<file path="src/bpfa_pkg.sv">
// Shared types and constants of the bitmap page frame allocator.
package bpfa_pkg;

  localparam int unsigned OP_W     = 2;
  localparam int unsigned FRAME_W  = 12;
  localparam int unsigned CNT_W    = 13;
  localparam int unsigned STATUS_W = 2;
  localparam int unsigned WORD_W   = 32;
  localparam int unsigned BIT_W    = 5;

  localparam logic [WORD_W-1:0] ALL_USED    = 32'hFFFF_FFFF;
  localparam logic [BIT_W-1:0]  BIT_SEL     = 5'd31;
  localparam logic [CNT_W-1:0]  COUNT_MAX   = 13'h1FFF;
  localparam logic [CNT_W-1:0]  MANAGED_RST = 13'd4096;

  localparam logic [OP_W-1:0] OP_ALLOC   = 2'd0;
  localparam logic [OP_W-1:0] OP_FREE    = 2'd1;
  localparam logic [OP_W-1:0] OP_RESERVE = 2'd2;

  typedef enum logic [STATUS_W-1:0] {
    STATUS_DONE    = 2'd0,
    STATUS_FAILED  = 2'd1,
    STATUS_IGNORED = 2'd2
  } status_e;

  typedef enum logic [2:0] {
    ST_CLEAR,
    ST_IDLE,
    ST_DECODE,
    ST_SCAN_PRIME,
    ST_SCAN,
    ST_MARK_PRIME,
    ST_MARK,
    ST_RESP
  } state_e;

  typedef struct packed {
    logic take;
    logic dec;
    logic prime;
    logic scan_step;
    logic mark_step;
    logic resp_load;
    logic clear_wr;
  } cmd_t;

  typedef struct packed {
    logic go_scan;
    logic go_mark;
    logic scan_found;
    logic scan_end;
    logic mark_end;
    logic clear_end;
    logic out_free;
  } sts_t;

endpackage

</file>
<file path="src/bpfa_ctrl.sv">
// Sequencer of the allocator: walks each request through decode, scan, mark and reply.
module bpfa_ctrl (
  input  logic           clk_i,
  input  logic           rst_ni,
  input  logic           req_valid_i,
  output logic           req_ready_o,
  input  bpfa_pkg::sts_t sts_i,
  output bpfa_pkg::cmd_t cmd_o
);

  bpfa_pkg::state_e state_q, state_d;

  always_ff @(posedge clk_i or negedge rst_ni) begin
    if (!rst_ni) begin
      state_q <= bpfa_pkg::ST_CLEAR;
    end else begin
      state_q <= state_d;
    end
  end

  always_comb begin
    state_d = state_q;
    case (state_q)
      bpfa_pkg::ST_CLEAR: begin
        if (sts_i.clear_end) state_d = bpfa_pkg::ST_IDLE;
      end
      bpfa_pkg::ST_IDLE: begin
        if (req_valid_i) state_d = bpfa_pkg::ST_DECODE;
      end
      bpfa_pkg::ST_DECODE: begin
        if (sts_i.go_scan) begin
          state_d = bpfa_pkg::ST_SCAN_PRIME;
        end else if (sts_i.go_mark) begin
          state_d = bpfa_pkg::ST_MARK_PRIME;
        end else begin
          state_d = bpfa_pkg::ST_RESP;
        end
      end
      bpfa_pkg::ST_SCAN_PRIME: state_d = bpfa_pkg::ST_SCAN;
      bpfa_pkg::ST_SCAN: begin
        if (sts_i.scan_found) begin
          state_d = bpfa_pkg::ST_MARK_PRIME;
        end else if (sts_i.scan_end) begin
          state_d = bpfa_pkg::ST_RESP;
        end
      end
      bpfa_pkg::ST_MARK_PRIME: state_d = bpfa_pkg::ST_MARK;
      bpfa_pkg::ST_MARK: begin
        if (sts_i.mark_end) state_d = bpfa_pkg::ST_RESP;
      end
      bpfa_pkg::ST_RESP: begin
        if (sts_i.out_free) state_d = bpfa_pkg::ST_IDLE;
      end
      default: state_d = bpfa_pkg::ST_IDLE;
    endcase
  end

  always_comb begin
    cmd_o       = '0;
    req_ready_o = 1'b0;
    case (state_q)
      bpfa_pkg::ST_CLEAR: cmd_o.clear_wr = 1'b1;
      bpfa_pkg::ST_IDLE: begin
        req_ready_o = 1'b1;
        cmd_o.take  = req_valid_i;
      end
      bpfa_pkg::ST_DECODE:     cmd_o.dec       = 1'b1;
      bpfa_pkg::ST_SCAN_PRIME: cmd_o.prime     = 1'b1;
      bpfa_pkg::ST_SCAN:       cmd_o.scan_step = 1'b1;
      bpfa_pkg::ST_MARK_PRIME: cmd_o.prime     = 1'b1;
      bpfa_pkg::ST_MARK:       cmd_o.mark_step = 1'b1;
      bpfa_pkg::ST_RESP:       cmd_o.resp_load = sts_i.out_free;
      default: cmd_o = '0;
    endcase
  end

endmodule

</file>
<file path="config.mk">
export PLATFORM = sky130hd
export DESIGN_NAME = bpfa_ctrl
export DESIGN_NICKNAME = d
export VERILOG_FILES = /design/src/bpfa_pkg.sv /design/src/bpfa_ctrl.sv
export SDC_FILE = /design/constraint.sdc
export NUM_CORES = 1
export LEC_CHECK = 0
export ABC_AREA = 1
export BUFFER_PORTS_ARGS = -buffer_cell sky130_fd_sc_hd__buf_2
export CAP_MARGIN = 0
export CORE_AREA = 8 8 45 47
export DETAILED_ROUTE_END_ITERATION = 7
export DIE_AREA = 0 0 53 55
export PLACE_DENSITY = 0.53
export SKIP_LAST_GASP = 1
export SYNTH_ARGS = -nofsm -noshare
export SYNTH_HDL_FRONTEND = slang
export SYNTH_SLANG_ARGS = --single-unit
</file>
<file path="constraint.sdc">
create_clock -name clk_i -period 2.6 [get_ports clk_i]
set_input_delay 0.13 -clock clk_i [delete_from_list [all_inputs] [get_ports clk_i]]
set_output_delay 0.13 -clock clk_i [all_outputs]
set_load 0.05 [all_outputs]
</file>
Word level (Yosys, flattened, before mapping). Cells that the tools add are included.

Reduce and logical (&&, ||, !) cells: 3. Equal/unequal tests: 12. Multiplexer cells: 17.

Operator list (number): $pmux W3 S8 (1); $mux W3 (7); $eq A3 B3 Y1 const B (4); $mux W1 (8); $ne A2 B2 Y1 const B (4); $eq A3 B2 Y1 const B (2); $reduce_and A5 Y1 (1); $eq A3 B1 Y1 const B (1); $logic_not A3 Y1 (1); $ne A3 B3 Y1 const B (1); $mux W2 (1); $reduce_or A2 Y1 (1).

Input port bits: 10. Bits in registers: 3. Logic and storage cells: 33. Output and inout port bits: 8.

Depth between registers and ports, before layout. Gate-level depths: netlist (run 1).

Depth after elaboration: 3. Gate-level depth with buffers: 8. Mapped depth without buffers: 7.

Worst setup path before layout (run 1). Ideal clock, no wire load.

Path kind: reg2out. Start: register state_q[1]. End: output port cmd_o[6] (netlist name). Arrival: 1.358 ns. Path buffers: 1. Required time: 2.470 ns. Cell stages (with the launch flop): 5. Path slack: 1.112 ns. Path through: dfrtp_1 buf_6 nor2_4 nand2_1 nor2_1.

RTL lines: start, declared (RTL line bpfa_ctrl.sv:11) `bpfa_pkg::state_e state_q, state_d;`; start signal, assigned (RTL line bpfa_ctrl.sv:15) `state_q <= bpfa_pkg::ST_CLEAR;`; start signal, assigned (RTL line bpfa_ctrl.sv:17) `state_q <= state_d;`; end, declared (RTL line bpfa_ctrl.sv:8) `output bpfa_pkg::cmd_t cmd_o`.

==> results of run 1 <==
## cells in the final DEF, fill, tap and decap left out
master          n
buf_2          17
nand2_1        11
inv_1          10
nand3_1         8
nor2_1          6
nor2_4          3
clkbuf_4        3
dfrtp_1         3
inv_4           2
nand4_1         2
nand3_2         2
o21bai_1        2
o21ai_0         2
inv_6           1
o21a_1          1
nand2_2         1
nand3_4         1
nor2_2          1
nand3b_1        1
and2_1          1
clkbuf_1        1
dlygate4sd3_1   1
## report_power, final
part / internal, W / leakage (nW) / switching (W)
clock: 0.0000575 / 0.0150 / 0.0000234
sequential: 0.0000729 / 0.0352 / 0.0000873
combinational: 0.000165 / 0.261 / 0.000377
total: 0.000295 / 0.312 / 0.000488
## cells by family after synthesis
kind of cell / Yosys count / synth area share
and+or+nand+nor: 37 / 0.517
buffers and inverters: 16 / 0.224
AOI/OAI and AO/OA: 5 / 0.0785
DFF: 3 / 0.181
## critical path, stage by stage (launching register included)
cell and delay, ps:
dfrtp_1 590, inv_4 70, nor2_4 140, nand2_1 80, nor2_1 80, buf_2 260
## metrics by stage
| stage | hold WS, ps | setup slack [ps] | area, um^2 | utilization |
|---|---|---|---|---|
| global placement | -70.1 | 1250 | 485 | 0.351 |
| finish | 220 | 1020 | 522 | 0.377 |
| CTS | 215 | 995 | 522 | 0.377 |
| global route | 234 | 906 | 522 | 0.377 |
| detailed placement | -70.0 | 1240 | 485 | 0.351 |
| floorplan | -166 | 1110 | 414 | - |
## per-layer routing
metal / GRT usage / share of wire / vias to the layer above
li1: - / - / 228
met1: 0.0776 / 0.42 / 198
met2: 0.137 / 0.54 / 10
met3: 0.0348 / 0.038 / 0
met4: 0.0733 / 0 / 0
met5: 0 / 0 / -
## path summary, 6_finish.rpt
check	start	to	slack, ps	depth (start not counted)
max	state_q[0]$_DFFE_PN0P_	cmd_o[6]	1020	5
min reg2reg	state_q[0]$_DFFE_PN0P_	state_q[0]$_DFFE_PN0P_	850	3
min in group clk_i	sts_i[6]	state_q[2]$_DFFE_PN0P_	230	4
min	rst_ni	state_q[2]$_DFFE_PN0P_	220	2
max in group asynchronous	rst_ni	state_q[0]$_DFFE_PN0P_	2270	2
max reg2reg	state_q[1]$_DFFE_PN0P_	state_q[0]$_DFFE_PN0P_	1340	5
## final cells by class
type | instances | area (um^2)
clock buffers | 4 | 26.3
fillers | 159 | 862
inverters | 13 | 58.8
multi-input cells | 42 | 246
flip-flops and latches | 3 | 75.1
well taps | 16 | 20.0
repair buffers | 18 | 95.1
==> results.cfg, run 1 <==
[logic_synthesis]
ys_seq_area_frac = 0.181
synth_cells = 61
syn-num-nets = 71
synthDistinctLibCells = 19
synth-main-ff-cell = dfrtp_1
synth_common_cells = nand2_1 (11), inv_1 (10), nand3_1 (8)
post-synth-top-area-cell = dfrtp_1
ys_warn_count = 0
mappedNetlistArea_um2 = 414
avgSynthCellArea_um2 = 6.79
synth_area_leaders = dfrtp_1 (18%), nand2_1 (10%), nand3_1 (9.7%)
synth-edff-count = 0
ys_seq_elements = 3
async_flop_share = 1.00
yosysMostFrequentCell = nand2_1
netlist.area_leader.share = 0.181

[place]
place_inst = 91
place.gp.congestion = 0.870
dpl.hpwl_um = 833
port-buffer-count = 17

[critical_path]
crit_arrival_ps = 1450
path_max_fanout = 8
critPathKind = reg2out
cp_data_required_time_ps = 2470
critPathLaunchType = flip-flop
cp-end-kind = primary output

[timing]
fmax_ghz = 0.633
fin_worst_skew_ps = 5.31
worst_pin_slew_ps = 444
finalSetupViolations = 0
maxSlewHeadroom = 0.704
fin_tns_setup_ps = 0
drv_slew = 0
rsz0062_at_grt = no
finalHoldViolCount = 0
min_period_ps = 1580
period_share = 0.608

[cts]
root_buffer = clkbuf_4
cts_hold_buf = 1
clk_pin_slew_worst_paths_ps = 40
clk_path_buf_depth = 2
cts_sinks = 3
htree_num_levels = 1
cts_resized = 0
postCtsSetupRepairBufs = 0
cts_tree = built
insertion_delay_ps = 230
numCtsBuffers = 3

[grt]
grt_max_degree = 10
grt_pass1_wl_mm = 1.72
grt_pass1_vias = 436
grt.overflow.total = 0
antenna_found_initial = 0
track_usage = 0.0826

[final_layout]
final-instance-count-excl-fill = 96
largest-register = state_q
reg_top3 = state_q (3)
nets = 91
area_delta_synth_final_pct = 26.0
diodes = 0
largest_reg_flops = 3
drive_gt1_frac = 0.388

[detailed_routing]
wirelength_um = 990
drt_iter0_drc = 5
vias_per_cell = 4.54
wire_per_inst_um = 10.3
antenna_left = 0
route.vias.total = 436
drtPass1Iterations = 3
drc_errors = 0

[die]
die-area_mm2 = 0.00292
die_width_um = 53
die_h_um = 55
fp-row-count = 14
start_util = 0.299
coreArea_mm2 = 0.00138
boundaryPins = 18

[power]
power.density_mw_per_mm2 = 1500
vdd_ir_drop_max_uv = 597
power_w = 0.000783
cellLeakagePower_nw = 0.312

[job]
cap_violations = 0

[worst_hold_path]
holdCritPathClass = in2async

[outcome]
status = finished clean
No activity file was read; power rests on OpenSTA's default activity.
==> inputs of run 2 (changes only) <==
clock period = 1.5 ns   (was 2.6 ns; I/O delays follow)
==> results.cfg, run 2 (synthesized netlist as in run 1, its figures left out) <==
[outcome]
status = finished clean

[cts]
cts_sinks = 3
clk_pin_slew_worst_paths_ps = 40
htree_num_levels = 1
root_buffer = clkbuf_4
insertion_delay_ps = 230
clk_path_buf_depth = 2
postCtsSetupRepairBufs = 0
cts_tree = built
numCtsBuffers = 3

[timing]
finalHoldViolCount = 0
period_share = 0.921
fmax_ghz = 0.724
finalSetupViolations = 0
fin_worst_skew_ps = 5.31
worst_pin_slew_ps = 248
drv_slew = 0
min_period_ps = 1380
fin_tns_setup_ps = 0
rsz0062_at_grt = no
maxSlewHeadroom = 0.835

[critical_path]
path_max_fanout = 8
cp_data_required_time_ps = 1420
critPathKind = reg2out
cp-end-kind = primary output
r2r_start = state_q[0]$_DFFE_PN0P_
r2r.worst_path.cells = 6
r2r_end = state_q[0]$_DFFE_PN0P_
critPathLaunchType = flip-flop
crit_arrival_ps = 1310
rrSetupSlack_ps = 360

[power]
power_w = 0.00137
cellLeakagePower_nw = 0.308
vdd_ir_drop_max_uv = 1040
power.density_mw_per_mm2 = 2590

[final_layout]
drive_gt1_frac = 0.425
largest_reg_flops = 3
nets = 91
diodes = 0
nFillCells = 157
largest-register = state_q
layout_common_cells = buf_2 (16), nand2_1 (11), inv_1 (10), nand3_1 (8), nor2_1 (6)
area_delta_synth_final_pct = 27.5
final_common_cell = buf_2
reg_top3 = state_q (3)

[detailed_routing]
wire_per_inst_um = 10.3
drt_iter0_drc = 5
vias_per_cell = 4.54
antenna_left = 0
drtPass1Iterations = 3
route.vias.total = 436
drc_errors = 0
wirelength_um = 989

[worst_hold_path]
holdCritPathClass = in2async

[place]
dpl.hpwl_um = 833
place.gp.congestion = 0.870
port-buffer-count = 17

[die]
fp-row-count = 14
die-area_mm2 = 0.00292
die_width_um = 53
die_h_um = 55
coreArea_mm2 = 0.00138
start_util = 0.299
boundaryPins = 18

[job]
cap_violations = 0

[grt]
grt_max_degree = 10
grt_pass1_vias = 436
track_usage = 0.0826
grt.overflow.total = 0
grt_pass1_wl_mm = 1.72
antenna_found_initial = 0
==> run 2: worst max-delay path by stage <==
stage                                 from        to  cells past startpoint
floorplan           state_q[1]$_DFFE_PN0P_  cmd_o[6]                      4
global placement    state_q[0]$_DFFE_PN0P_  cmd_o[6]                      5
detailed placement  state_q[0]$_DFFE_PN0P_  cmd_o[6]                      5
CTS                 state_q[2]$_DFFE_PN0P_  cmd_o[4]                      4
global route        state_q[0]$_DFFE_PN0P_  cmd_o[6]                      5
finish              state_q[0]$_DFFE_PN0P_  cmd_o[6]                      5
==> run 2: routing by layer <==
layer	vias up	track usage	wire, um
met4	0	0.0733	0
met3	0	0.0348	38
met5	-	0	0
met2	10	0.137	536
li1	228	-	-
met1	198	0.0776	413
==> run 2: metrics by stage <==
step            util  hold WS (ps)  area, um^2  instances  setup WS, ps
4_1_cts        0.379           160         524         96          28.5
3_5_place_dp   0.351          -125         485         91           199
6_report       0.382           165         528         96           119
2_1_floorplan      -          -221         414         61          66.7
3_3_place_gp   0.351          -125         485         91           204
5_1_grt        0.382           179         528         96          16.2
==> run 2: cell type report <==
cell class | count | area (um^2) | share of cell area
Timing Repair Buffer | 18 | 97.6 | 0.185
Tap cell | 16 | 20.0 | 0.0379
Inverter | 13 | 58.8 | 0.111
Multi-Input combinational cell | 42 | 246 | 0.467
Clock buffer | 4 | 26.3 | 0.0498
Sequential cell | 3 | 78.8 | 0.149
==> run 2: power breakdown <==
group          total [W]  leakage (nW)  internal [W]  switching, W
Sequential      0.000288        0.0321      0.000136      0.000151
Clock           0.000140        0.0150     0.0000996     0.0000405
Combinational   0.000941         0.261      0.000288      0.000654
Total            0.00137         0.308      0.000524      0.000846
==> run 2: worst max-delay path, stage by stage (launching register included) <==
cell      delay, ps
dfrtp_2         490
inv_4            70
nor2_4          130
nand2_1          80
nor2_1           80
clkbuf_4        230
==> run 2: what timing repair did <==
item | 4_1_cts | 5_1_grt
gates resized for setup | 2 | 2
hold endpoints to repair | 3 | 0
setup endpoints to repair | 2 | 3
cloned | 0 | 0
hold buffers | 1 | 0
==> inputs of run 3 (changes only) <==
SKIP_LAST_GASP = not set   (was 1)
clock period = 1.6 ns   (was 1.5 ns; I/O delays follow)
==> results.cfg, run 3 (synthesized netlist as in run 1, its figures left out) <==
[outcome]
status = finished clean

[timing]
fin_tns_setup_ps = 0
maxSlewHeadroom = 0.704
setup_ws_ps = 123
fmax_ghz = 0.677
drv_slew = 0
finalSetupViolations = 0
finalHoldViolCount = 0
fin_worst_skew_ps = 5.31
worst_pin_slew_ps = 444
min_period_ps = 1480
period_share = 0.923
rsz0062_at_grt = no

[grt]
antenna_found_initial = 0
met2_usage = 0.137
track_usage = 0.0826
use_met3 = 0.0348
grt_util_met1 = 0.0776
grt_max_degree = 10
grt_pass1_wl_mm = 1.72
gr-max-usage-layer = met2
grt_pass1_vias = 436
grt.overflow.total = 0

[critical_path]
path_max_fanout = 8
crit_start = state_q[1]$_DFFE_PN0P_
critPathLaunchType = flip-flop
cp_data_required_time_ps = 1520
critPathKind = reg2out
r2r_start = state_q[1]$_DFFE_PN0P_
cp-end-kind = primary output
crit_arrival_ps = 1400

[place]
dpl.hpwl_um = 833
port-buffer-count = 17
place.gp.congestion = 0.870
dpl_cell_area_um2 = 485
dp_slack_ps = 294

[final_layout]
reg_top3 = state_q (3)
area_delta_synth_final_pct = 26.3
nets = 91
drive_gt1_frac = 0.400
diodes = 0
largest_reg_flops = 3
final_cell_area_um2 = 523
layout_common_cells = buf_2 (17), nand2_1 (11), inv_1 (10), nand3_1 (8), nor2_1 (6)
largest-register = state_q
utilization = 0.378
final_common_cell = buf_2

[detailed_routing]
drc_errors = 0
drt_iter0_drc = 5
antenna_left = 0
drtPass1Iterations = 3
wirelength_um = 990
route.vias.total = 436
wire_per_inst_um = 10.3
vias_per_cell = 4.54

[die]
die-area_mm2 = 0.00292
coreArea_mm2 = 0.00138
boundaryPins = 18
die_width_um = 53
fp-row-count = 14
start_util = 0.299
die_h_um = 55

[cts]
htree_num_levels = 1
cts_sinks = 3
clk_pin_slew_worst_paths_ps = 40
numCtsBuffers = 3
clk_path_buf_depth = 2
insertion_delay_ps = 230
cts_tree = built
root_buffer = clkbuf_4

[power]
power_w = 0.00127
cellLeakagePower_nw = 0.311
vdd_ir_drop_max_uv = 970
power.density_mw_per_mm2 = 2440

[job]
cap_violations = 0

[worst_hold_path]
holdCritPathClass = in2async
-- run 3: per-stage QoR --
stage / hold WS (ps) / cells
2_1_floorplan: -216 / 61
3_3_place_gp: -120 / 91
3_5_place_dp: -120 / 91
4_1_cts: 165 / 96
5_1_grt: 184 / 96
6_report: 170 / 96
-- run 3: power by group --
part	total (W)	switching [W]	internal, W
sequential	0.000263	0.000142	0.000122
combinational	0.000880	0.000613	0.000267
clock	0.000131	0.0000380	0.0000934
total	0.00127	0.000793	0.000482
-- run 3: area by class of cell --
cell class                      instances  area (um^2)
Timing Repair Buffer                   18         95.1
Sequential cell                         3         76.3
Multi-Input combinational cell         42          246
Clock buffer                            4         26.3
Tap cell                               16         20.0
Fill cell                             158          861
Inverter                               13         58.8
-- run 3: final timing paths --
check / cells after the start / end / slack, ps
max: 4 / cmd_o[6] / 120
min in group clk_i: 4 / state_q[2]$_DFFE_PN0P_ / 180
max in group asynchronous: 2 / state_q[0]$_DFFE_PN0P_ / 1310
max reg2reg: 5 / state_q[0]$_DFFE_PN0P_ / 340
min: 2 / state_q[2]$_DFFE_PN0P_ / 170
min reg2reg: 3 / state_q[0]$_DFFE_PN0P_ / 780
-- run 3: worst max-delay path: stages, from the launching register on --
cell and delay (ps):
dfrtp_1 530, nor2_4 210, nand2_1 80, nor2_1 80, buf_2 260
-- run 3: repair_timing --
| item | in CTS | in global routing |
|---|---|---|
| hold buffers | 1 | 0 |
| setup buffers | 0 | 0 |
| endpoints found under the hold margin | 3 | 0 |
| setup endpoints to repair | 0 | 1 |
| resized for setup | 0 | 1 |
-- run 3: routing by layer --
layer  vias to the layer above  wire, um
met5                         -         0
met4                         0         0
met3                         0        38
met2                        10       536
met1                       198       415
li1                        228         -
